<file path="config.mk">
export PLATFORM = sky130hd
export DESIGN_NAME = bpa_word_scan
export DESIGN_NICKNAME = d
export VERILOG_FILES = /design/src/hdl/bpa_pkg.sv /design/src/hdl/bpa_word_scan.sv
export SDC_FILE = /design/constraint.sdc
export NUM_CORES = 1
export LEC_CHECK = 0
export BUFFER_PORTS_ARGS = -buffer_cell sky130_fd_sc_hd__buf_2
export CELL_PAD_IN_SITES_DETAIL_PLACEMENT = 1
export CELL_PAD_IN_SITES_GLOBAL_PLACEMENT = 1
export CORE_ASPECT_RATIO = 1.25
export CORE_MARGIN = 2
export CORE_UTILIZATION = 25
export DETAILED_ROUTE_END_ITERATION = 16
export PLACE_DENSITY_LB_ADDON = 0.1
export SYNTH_ARGS = -nofsm -noshare
export SYNTH_HDL_FRONTEND = slang
export SYNTH_SLANG_ARGS = --single-unit
</file>
<file path="constraint.sdc">
create_clock -name vclk -period 3
set_input_delay 0.45 -clock vclk [all_inputs]
set_output_delay 0.45 -clock vclk [all_outputs]
set_load 0.02 [all_outputs]
</file>
<file path="src/hdl/bpa_pkg.sv">
`timescale 1ns / 1ps
`default_nettype none
// ----------------------------------------------------------------------------
// bpa_pkg
// Shared types and constants for the bitmap page allocator.
// ----------------------------------------------------------------------------
package bpa_pkg;

    localparam int ADDR_W        = 32;
    localparam int COUNT_W       = 13;
    localparam int PAGE_SHIFT    = 12;               // 4096-byte pages
    localparam int PIDX_W        = ADDR_W - PAGE_SHIFT;
    localparam int WORD_BITS     = 32;
    localparam int BIT_W         = 5;                // bit position within a map word
    localparam int DEF_MAX_PAGES = 4096;

    typedef enum logic [1:0] {
        REQ_INIT  = 2'd0,
        REQ_ALLOC = 2'd1,
        REQ_FREE  = 2'd2,
        REQ_NOP   = 2'd3
    } t_req;

    typedef enum logic [1:0] {
        ST_DONE         = 2'd0,
        ST_OUT_OF_PAGES = 2'd1,
        ST_ALREADY_FREE = 2'd2,
        ST_ADDR_INVALID = 2'd3
    } t_status;

    localparam logic CFG_BASE_ADDR  = 1'b0;
    localparam logic CFG_PAGE_COUNT = 1'b1;

    // First-free search result for one map word.
    typedef struct packed {
        logic             hit;
        logic [BIT_W-1:0] bit_idx;
    } t_scan_res;

endpackage
`default_nettype wire

</file>
<file path="src/hdl/bpa_word_scan.sv">
`timescale 1ns / 1ps
`default_nettype none
// ----------------------------------------------------------------------------
// bpa_word_scan
// In-range mask and lowest-free-page pick for one 32-bit map word.
// ----------------------------------------------------------------------------
module bpa_word_scan #(
    parameter int WORD_AW = 7
) (
    input  logic [WORD_AW-1:0]            i_word_idx,
    input  logic [bpa_pkg::COUNT_W-1:0]   i_page_cnt,
    input  logic [bpa_pkg::WORD_BITS-1:0] i_word,
    output logic [bpa_pkg::WORD_BITS-1:0] o_in_range,
    output bpa_pkg::t_scan_res            o_res
);
    import bpa_pkg::*;

    localparam int IW = WORD_AW + BIT_W;
    localparam int CW = (IW > COUNT_W) ? IW : COUNT_W;

    logic [WORD_BITS-1:0] free_bits;

    // page index {word, bit} below the page count
    always_comb begin
        for (int b = 0; b < WORD_BITS; b++) begin
            o_in_range[b] = CW'({i_word_idx, BIT_W'(b)}) < CW'(i_page_cnt);
        end
    end

    assign free_bits = ~i_word & o_in_range;

    // priority pick, lowest set bit wins
    always_comb begin
        o_res.hit     = |free_bits;
        o_res.bit_idx = '0;
        for (int b = WORD_BITS - 1; b >= 0; b--) begin
            if (free_bits[b]) begin
                o_res.bit_idx = BIT_W'(b);
            end
        end
    end

endmodule
`default_nettype wire

</file>
# Word-level counts from Yosys, hierarchy flattened
# Index checks and enable logic that the tools add are counted.
totals:
  ff_bits: 0
  input_bits: 52
  out_inout_bits: 38
  elab_cells: 67
op_classes:
  magnitude_cmp: 32
  n_mux: 32
  n_bitwise: 2
  reduce_logical: 1
ops:
  columns: ["op", "count"]
  rows:
  - ["$lt 12x13->1", 32]
  - ["$mux 5", 32]
  - ["$and 32x32->32", 1]
  - ["$not 32->32", 1]
  - ["$reduce_or 32->1", 1]

# Depth between registers and ports, before layout
# Gate-level depths: netlist of run 1.
logic_depth:
  depth_word: 34
  mapped_depth: 12
  depth_no_buf: 11

# Least setup slack after synthesis of run 1
# No wires, ideal clock.
synth_path:
  path_type: "input -> output"
  from: "in i_page_cnt[10] in the netlist's numbering"
  to: "out o_res[1] in the netlist's numbering"
  arrival_time_ns: 2.753
  t_required_ns: 2.550
  slack_ns: -0.203
  stages: 11
  n_path_buf: 2
  path_cell_list: "inv_1 -> ha_1 -> and4b_1 -> buf_4 -> buf_4 -> a21oi_1 -> nand2_1 -> o21ai_1 -> a31oi_1 -> o211a_1 -> a211oi_2"
synth_lines:
  columns: ["element", "line", "source"]
  rows:
  - ["start: declaration", "bpa_word_scan.sv:11", "input logic [bpa_pkg::COUNT_W-1:0] i_page_cnt,"]
  - ["end: declaration", "bpa_word_scan.sv:14", "output bpa_pkg::t_scan_res o_res"]

==> results of run 1 <==
==> worst max-delay path, stage by stage <==
cell	delay, ns
buf_6	0.10
inv_4	0.04
ha_4	0.20
buf_6	0.12
a211oi_4	0.29
nor2_4	0.11
buf_6	0.16
buf_4	0.14
a211oi_4	0.30
a21oi_2	0.10
a21oi_2	0.19
buf_4	0.16
a2111oi_4	0.03
a21oi_1	0.17
o21ai_1	0.09
buf_4	0.16
==> repair_timing <==
action                                  CTS  global route
endpoints found under the setup margin    7             7
pin swaps                                34            23
resized for setup                        71            28
setup buffers                            16             4
gates cloned                              1             0
==> power by group <==
part	switching (mW)	leakage [nW]	internal [mW]
sequential	0	0	0
combinational	0.383	1.62	0.336
clock	0	0	0
==> kinds of logic after synthesis <==
logic type / count (synthesis)
AOI/OAI and AO/OA: 113
and+or+nand+nor: 78
buffers and inverters: 42
adders and majority gates: 8
==> cell usage after synthesis, types with 3 or more instances <==
master      n
nor3_2      3
a221oi_1    3
o2111ai_1   3
nor2_1     25
buf_2       6
inv_1      27
o21a_1      4
a31oi_1     4
a211oi_2    3
a211oi_1    4
o21ai_1     6
buf_4       6
a21oi_1    27
and2_1      3
nand3_1     3
nand2_1    14
nor3_1      3
o21ai_0     8
a21o_1      9
ha_1        8
==> final timing paths <==
check	from	endpoint	cells after the start
setup / recovery	i_page_cnt[10]	o_res[0]	16
hold / removal	i_word[0]	o_res[0]	4
==> per-stage QoR <==
stage / cells / cell area, sq um / power [mW]
after floorplan: 241 / 1710 / 0.310
after global placement: 502 / 2910 / 0.568
after detailed placement: 502 / 2910 / 0.576
after CTS: 519 / 3380 / 0.683
after global routing: 522 / 3510 / 0.765
final: 522 / 3510 / 0.718
==> layout by cell type, fill, tap and decap left out, types with 3 or more instances in the layout <==
cell | synthesis | final
buf_4 | 6 | 108
buf_2 | 6 | 80
inv_1 | 27 | 21
nor2_1 | 25 | 20
a21oi_1 | 27 | 18
buf_6 | 1 | 18
nand2_1 | 14 | 14
a21oi_2 | 2 | 9
a21o_1 | 9 | 8
ha_4 | 0 | 7
inv_2 | 2 | 6
o21ai_1 | 6 | 6
o21ai_0 | 8 | 6
a211oi_4 | 1 | 5
a31oi_1 | 4 | 4
nor2_2 | 1 | 4
nor4_4 | 1 | 3
a21oi_4 | 1 | 3
nor3_1 | 3 | 3
and2_1 | 3 | 3
o21ai_2 | 2 | 3
o21a_1 | 4 | 3
a211oi_2 | 3 | 3
==> layer usage <==
metal	routed length, um	part of all wire	vias up	track usage
li1	-	-	1304	-
met1	3560	0.38	1304	0.261
met2	5060	0.54	94	0.508
met3	334	0.036	29	0.0142
met4	382	0.041	0	0.0863
met5	0	0	-	0
==> area by class of cell <==
class,count,area share
Multi-Input combinational cell,200,0.534
Tap cell,87,0.0310
Timing Repair Buffer,206,0.403
Inverter,29,0.0324
==> results.json, run 1 <==
{
  "outcome": "finished with violations",
  "violations": "negative setup slack",
  "fin_crit_ns": 3.28,
  "overflow": 0,
  "hp-class": "in2out",
  "syn_area_per_cell_sq_um": 6.97,
  "port_buffers": 90,
  "ant_nets": 0,
  "placeableCoreArea_sq_um": 6520,
  "total_leakage_power_nw": 1.62,
  "yosysWarnings": 0,
  "synth_top_cell_area_share": 0.0804,
  "synth_simple_gate_area_frac": 0.294,
  "critPathKind": "in2out",
  "tns_ns": -1.34,
  "antenna_cells": 0,
  "clock.fmax_ghz": 0.305,
  "finalMaxSlewViolations": 0,
  "ys_seq_area_frac": 0,
  "whs_ns": 1.30,
  "p_per_area_nw_per_um2": 205,
  "die_h_um": 95.7,
  "hpwl_um": 7190,
  "synthMuxAreaShare": 0,
  "critPathLaunchType": "input pin",
  "slew_headroom": 0.657,
  "hold_viol_final": 0,
  "utilization": 0.538,
  "area_growth_pct": 109,
  "synth_area_leader_cell": "a21oi_1",
  "syn_inst": 241,
  "tightest_slew_ns": 0.513,
  "dp_slack_ns": -0.464,
  "synth_cell_types": 73,
  "wirelength_um": 9340,
  "netlist_area_sq_um": 1680,
  "ir_drop_v": 0.0000868,
  "synth_nets": 301,
  "place.gp.congestion": 0.856,
  "grt_pass1_wl_um": 14500,
  "cp_max_fo": 6,
  "die_area_sq_um": 7400,
  "route.detailed.drc": 0,
  "antenna_found_initial": 0,
  "avgViaCountPerCell": 5.23,
  "crit_required_ns": 2.55,
  "fillers": 862,
  "first_iter_violations": 48,
  "setup_violations": 6,
  "synthXorXnorAreaFrac": 0,
  "grt_start_max_net_pins": 11,
  "initial_core_util": 0.258,
  "maxCapViolations": 0,
  "design.seq.count": 0,
  "synthAdderAreaFrac": 0.0596,
  "via_count": 2731,
  "multi_input_area_sq_um": 1870,
  "rsz0062_at_grt": "yes",
  "ys_top_cells_by_area": "a21oi_1 8.0%, inv_1 6.0%, ha_1 6.0%, nor2_1 5.6%, a21o_1 4.0%",
  "grt_pass1_vias": 2899,
  "grt_usage": 0.246,
  "io_pins": 90,
  "end_kind": "primary output",
  "final_nets": 497,
  "std_cell_rows": 33,
  "crit_arrival_ns": 2.83,
  "drt-pass1-iter-count": 4,
  "hold_buffers": 0,
  "layout-drive-gt1-share": 0.669,
  "synth_compound_area_frac": 0.530,
  "layout_setup_ws_ns": -0.277,
  "clock_buffers": 0,
  "synth_top_family_by_area": "compound AO/OA/AOI/OAI gates",
  "area.sequential_sq_um": 0,
  "wl_per_cell_um": 17.9,
  "finalCritPeriodShare": 1.09,
  "die_x_um": 77.3
}
(Power assumes the default switching activity.)
==> run 2: changes to the inputs <==
SETUP_SLACK_MARGIN = 0.05   (was not set)
==> results.json, run 2 (synthesis gave the netlist of run 1 again) <==
{
  "initial_core_util": 0.258,
  "final_nets": 497,
  "grt_pass1_wl_um": 14400,
  "grt_usage": 0.243,
  "tightest_slew_ns": 0.544,
  "grt_pass1_vias": 2968,
  "clock.fmax_ghz": 0.310,
  "drt-pass1-iter-count": 4,
  "crit_arrival_ns": 2.77,
  "cp-endpoint": "o_res[1]",
  "utilization": 0.556,
  "finalCritPeriodShare": 1.07,
  "end_kind": "primary output",
  "layout_setup_ws_ns": -0.221,
  "std_cell_rows": 33,
  "total_leakage_power_nw": 1.63,
  "final_cell_mix": "107 x buf_4, 80 x buf_2, 24 x inv_1",
  "min_from": "i_word[0]",
  "p_per_area_nw_per_um2": 206,
  "design.seq.count": 0,
  "first_iter_violations": 89,
  "via_count": 2754,
  "critPathKind": "in2out",
  "violations": "negative setup slack",
  "die_area_sq_um": 7400,
  "ant_nets": 0,
  "hold_buffers": 0,
  "overflow": 0,
  "hold_viol_final": 0,
  "slew_headroom": 0.636,
  "io_pins": 90,
  "place.gp.congestion": 0.841,
  "wirelength_um": 9600,
  "antenna_cells": 0,
  "fin_crit_ns": 3.22,
  "hpwl_um": 7110,
  "route.detailed.drc": 0,
  "area.sequential_sq_um": 0,
  "placeableCoreArea_sq_um": 6520,
  "antenna_found_initial": 0,
  "critPathLaunchType": "input pin",
  "outcome": "finished with violations",
  "cp_max_fo": 6,
  "area_growth_pct": 116,
  "setup_violations": 6,
  "avgViaCountPerCell": 5.28,
  "layout-drive-gt1-share": 0.697,
  "ir_drop_v": 0.0000948,
  "grt_start_max_net_pins": 13,
  "final_common_cell": "buf_4",
  "hp-class": "in2out",
  "die_h_um": 95.7,
  "maxCapViolations": 0,
  "port_buffers": 90,
  "crit_required_ns": 2.55,
  "worstSetupStartpoint": "i_word_idx[1]",
  "clock_buffers": 0,
  "rsz0062_at_grt": "yes",
  "die_x_um": 77.3,
  "finalMaxSlewViolations": 0,
  "dp_slack_ns": -0.440,
  "wl_per_cell_um": 18.4
}
run 2: changes by cell type in the layout (fill, tap and decap cells not counted), sizes merged:
cell / delta
buf: +1
nand4: -1
run 2: power by group:
part | switching [mW] | internal, mW | total (mW)
logic | 0.398 | 0.348 | 0.745
clock network | 0 | 0 | 0
registers | 0 | 0 | 0
total | 0.398 | 0.348 | 0.745
run 2: worst max-delay path: stages:
cell      delay [ns]
buf_6           0.10
ha_4            0.25
buf_6           0.12
nand4_4         0.09
buf_4           0.15
buf_6           0.11
nor2_4          0.04
a221o_1         0.37
o32a_1          0.25
a21o_1          0.19
a221oi_2        0.26
o211a_1         0.21
a211oi_4        0.04
buf_6           0.13
run 2: cell type report:
cell class / instances / area, sq um
timing repair buffer: 207 / 1450
tap: 87 / 109
fill: 827 / 2900
inverter: 29 / 114
multi-input combinational: 199 / 1960
run 2: metrics by stage:
stage / area [sq um] / total power, mW / hold WS [ns] / cells / setup TNS (ns)
3_5_place_dp: 2920 / 0.583 / 1.31 / 497 / -2.36
3_3_place_gp: 2920 / 0.575 / 1.31 / 497 / -2.07
2_1_floorplan: 1730 / 0.316 / 1.09 / 241 / 0
6_report: 3620 / 0.745 / 1.29 / 522 / -0.986
5_1_grt: 3620 / 0.794 / 1.31 / 522 / -1.65
4_1_cts: 3440 / 0.703 / 1.29 / 513 / -0.594
run 2: repair_timing:
item                                    CTS  global route
gates resized for setup                  82            25
pin swaps                                30            14
buffers inserted                         16             9
cloned                                    1             0
endpoints found under the setup margin    6             6
run 2: how the worst min path moves through the flow:
stage | end | slack, ns | depth (start not counted)
floorplan | o_res[0] | 1.09 | 2
global placement | o_res[0] | 1.31 | 4
detailed placement | o_res[0] | 1.31 | 4
CTS | o_res[0] | 1.29 | 4
global route | o_res[0] | 1.31 | 4
finish | o_res[0] | 1.29 | 4
run 2: layer usage:
metal | vias to the layer above | GRT usage | share of wire
li1 | 1305 | - | -
met1 | 1330 | 0.255 | 0.37
met2 | 92 | 0.505 | 0.56
met3 | 27 | 0.0152 | 0.039
met4 | 0 | 0.0833 | 0.036
met5 | - | 0 | 0
==> run 3: changes to the inputs <==
--- a/config.mk
+++ b/config.mk
@@ -12,3 +12,3 @@
 export CORE_MARGIN = 2
-export CORE_UTILIZATION = 25
+export CORE_UTILIZATION = 32
 export DETAILED_ROUTE_END_ITERATION = 16
==> constraint.sdc (replaced) <==
create_clock -name vclk -period 3
set_input_delay 0.45 -clock vclk [all_inputs]
set_output_delay 0.45 -clock vclk [all_outputs]
set_load 0.005 [all_outputs]
==> results.json, run 3 (synthesis gave the netlist of run 1 again) <==
{
  "rsz0062_at_grt": "yes",
  "die_x_um": 68.8,
  "initial_core_util": 0.331,
  "ir_drop_v": 0.000101,
  "clock.fmax_ghz": 0.299,
  "cp_max_fo": 5,
  "via_count": 3049,
  "hp-class": "in2out",
  "route.detailed.drc": 0,
  "maxCapViolations": 0,
  "critPathKind": "in2out",
  "tightest_slew_ns": 0.567,
  "antenna_cells": 0,
  "hpwl_um": 6800,
  "grt_pass1_wl_um": 15300,
  "clock_buffers": 0,
  "place.gp.congestion": 0.897,
  "design.seq.count": 0,
  "layout_setup_ws_ns": -0.341,
  "wirelength_um": 12500,
  "crit_required_ns": 2.55,
  "die_h_um": 85.0,
  "end_kind": "primary output",
  "outcome": "finished with violations",
  "utilization": 0.685,
  "die_area_sq_um": 5850,
  "fillers": 606,
  "hold_viol_final": 0,
  "finalCritPeriodShare": 1.11,
  "drt-pass1-iter-count": 5,
  "critPathLaunchType": "input pin",
  "port_buffers": 90,
  "final_common_cell": "buf_4",
  "antenna_found_initial": 0,
  "placeableCoreArea_sq_um": 5080,
  "ant_nets": 0,
  "p_per_area_nw_per_um2": 204,
  "area.sequential_sq_um": 0,
  "fin_crit_ns": 3.34,
  "std_cell_rows": 29,
  "finalMaxSlewViolations": 0,
  "grt_start_max_net_pins": 12,
  "layout.cells.non_filler": 490,
  "grt_pass1_vias": 3035,
  "violations": "negative setup slack",
  "layout-drive-gt1-share": 0.682,
  "area_growth_pct": 107,
  "setup_violations": 6,
  "slew_headroom": 0.622,
  "total_leakage_power_nw": 1.57,
  "first_iter_violations": 192,
  "dp.cells": 465,
  "avgViaCountPerCell": 6.22,
  "final_cell_mix": "96 x buf_4, 86 x buf_2, 21 x inv_1, 21 x nor2_1, 20 x a21oi_1",
  "multi_input_area_sq_um": 1900,
  "hold_buffers": 0,
  "wl_per_cell_um": 25.5,
  "overflow": 0,
  "grt_usage": 0.345,
  "crit_arrival_ns": 2.89,
  "final_nets": 490,
  "io_pins": 90,
  "whs_ns": 1.29
}
==> run 3: cell types whose count changed in the layout (fill, tap and decap cells not counted), moves of 3 or more <==
cell     delta
a21oi_1     +5
a21oi_2     -4
buf_2       +6
buf_4      -11
buf_6       -6
inv_1       -3
inv_2       +3
o21ai_1     +3
o21ai_2     -3
==> run 3: area by class of cell <==
cell class,instances,share of cell area
inverters,29,0.0327
multi-input cells,200,0.547
well taps,62,0.0223
repair buffers,199,0.398
==> run 3: worst paths after layout <==
| path | from | endpoint | slack, ns | depth (start not counted) |
|---|---|---|---|---|
| setup / recovery | i_page_cnt[11] | o_res[0] | -0.34 | 14 |
| hold / removal | i_word[0] | o_res[0] | 1.29 | 4 |
==> run 3: what timing repair did <==
action                     in CTS  in global routing
setup endpoints to repair       7                  6
buffers inserted               16                  8
pin swaps                      51                 29
gates cloned                    1                  1
gates resized for setup        74                 28
==> run 3: report_power, final <==
part	total, mW	internal, mW	switching (mW)
clock network	0	0	0
registers	0	0	0
logic	0.710	0.332	0.378
total	0.710	0.332	0.378
==> run 3: worst max-delay path, cell delays in order <==
cell	delay, ns
buf_2	0.09
inv_2	0.05
ha_4	0.28
and4b_4	0.31
buf_12	0.15
nand2_8	0.07
nor2_1	0.39
buf_4	0.20
o32a_1	0.19
a21oi_2	0.08
o2111ai_2	0.25
a21oi_2	0.08
o21ai_1	0.15
buf_2	0.14
==> run 3: layer usage <==
layer | up-vias | wire (um) | global-route usage
met3 | 79 | 854 | 0.0279
met4 | 0 | 945 | 0.182
li1 | 1294 | - | -
met5 | - | 0 | 0
met1 | 1450 | 4420 | 0.379
met2 | 226 | 6280 | 0.629
==> run 3: per-stage QoR <==
stage	setup slack (ns)	TNS, ns	power (mW)	cell area (sq um)
finish	-0.341	-1.74	0.710	3480
global route	-0.416	-2.21	0.741	3480
CTS	-0.123	-0.604	0.618	3300
detailed placement	-0.383	-2.04	0.506	2790
global placement	-0.339	-1.75	0.496	2790
floorplan	0.148	0	0.251	1680
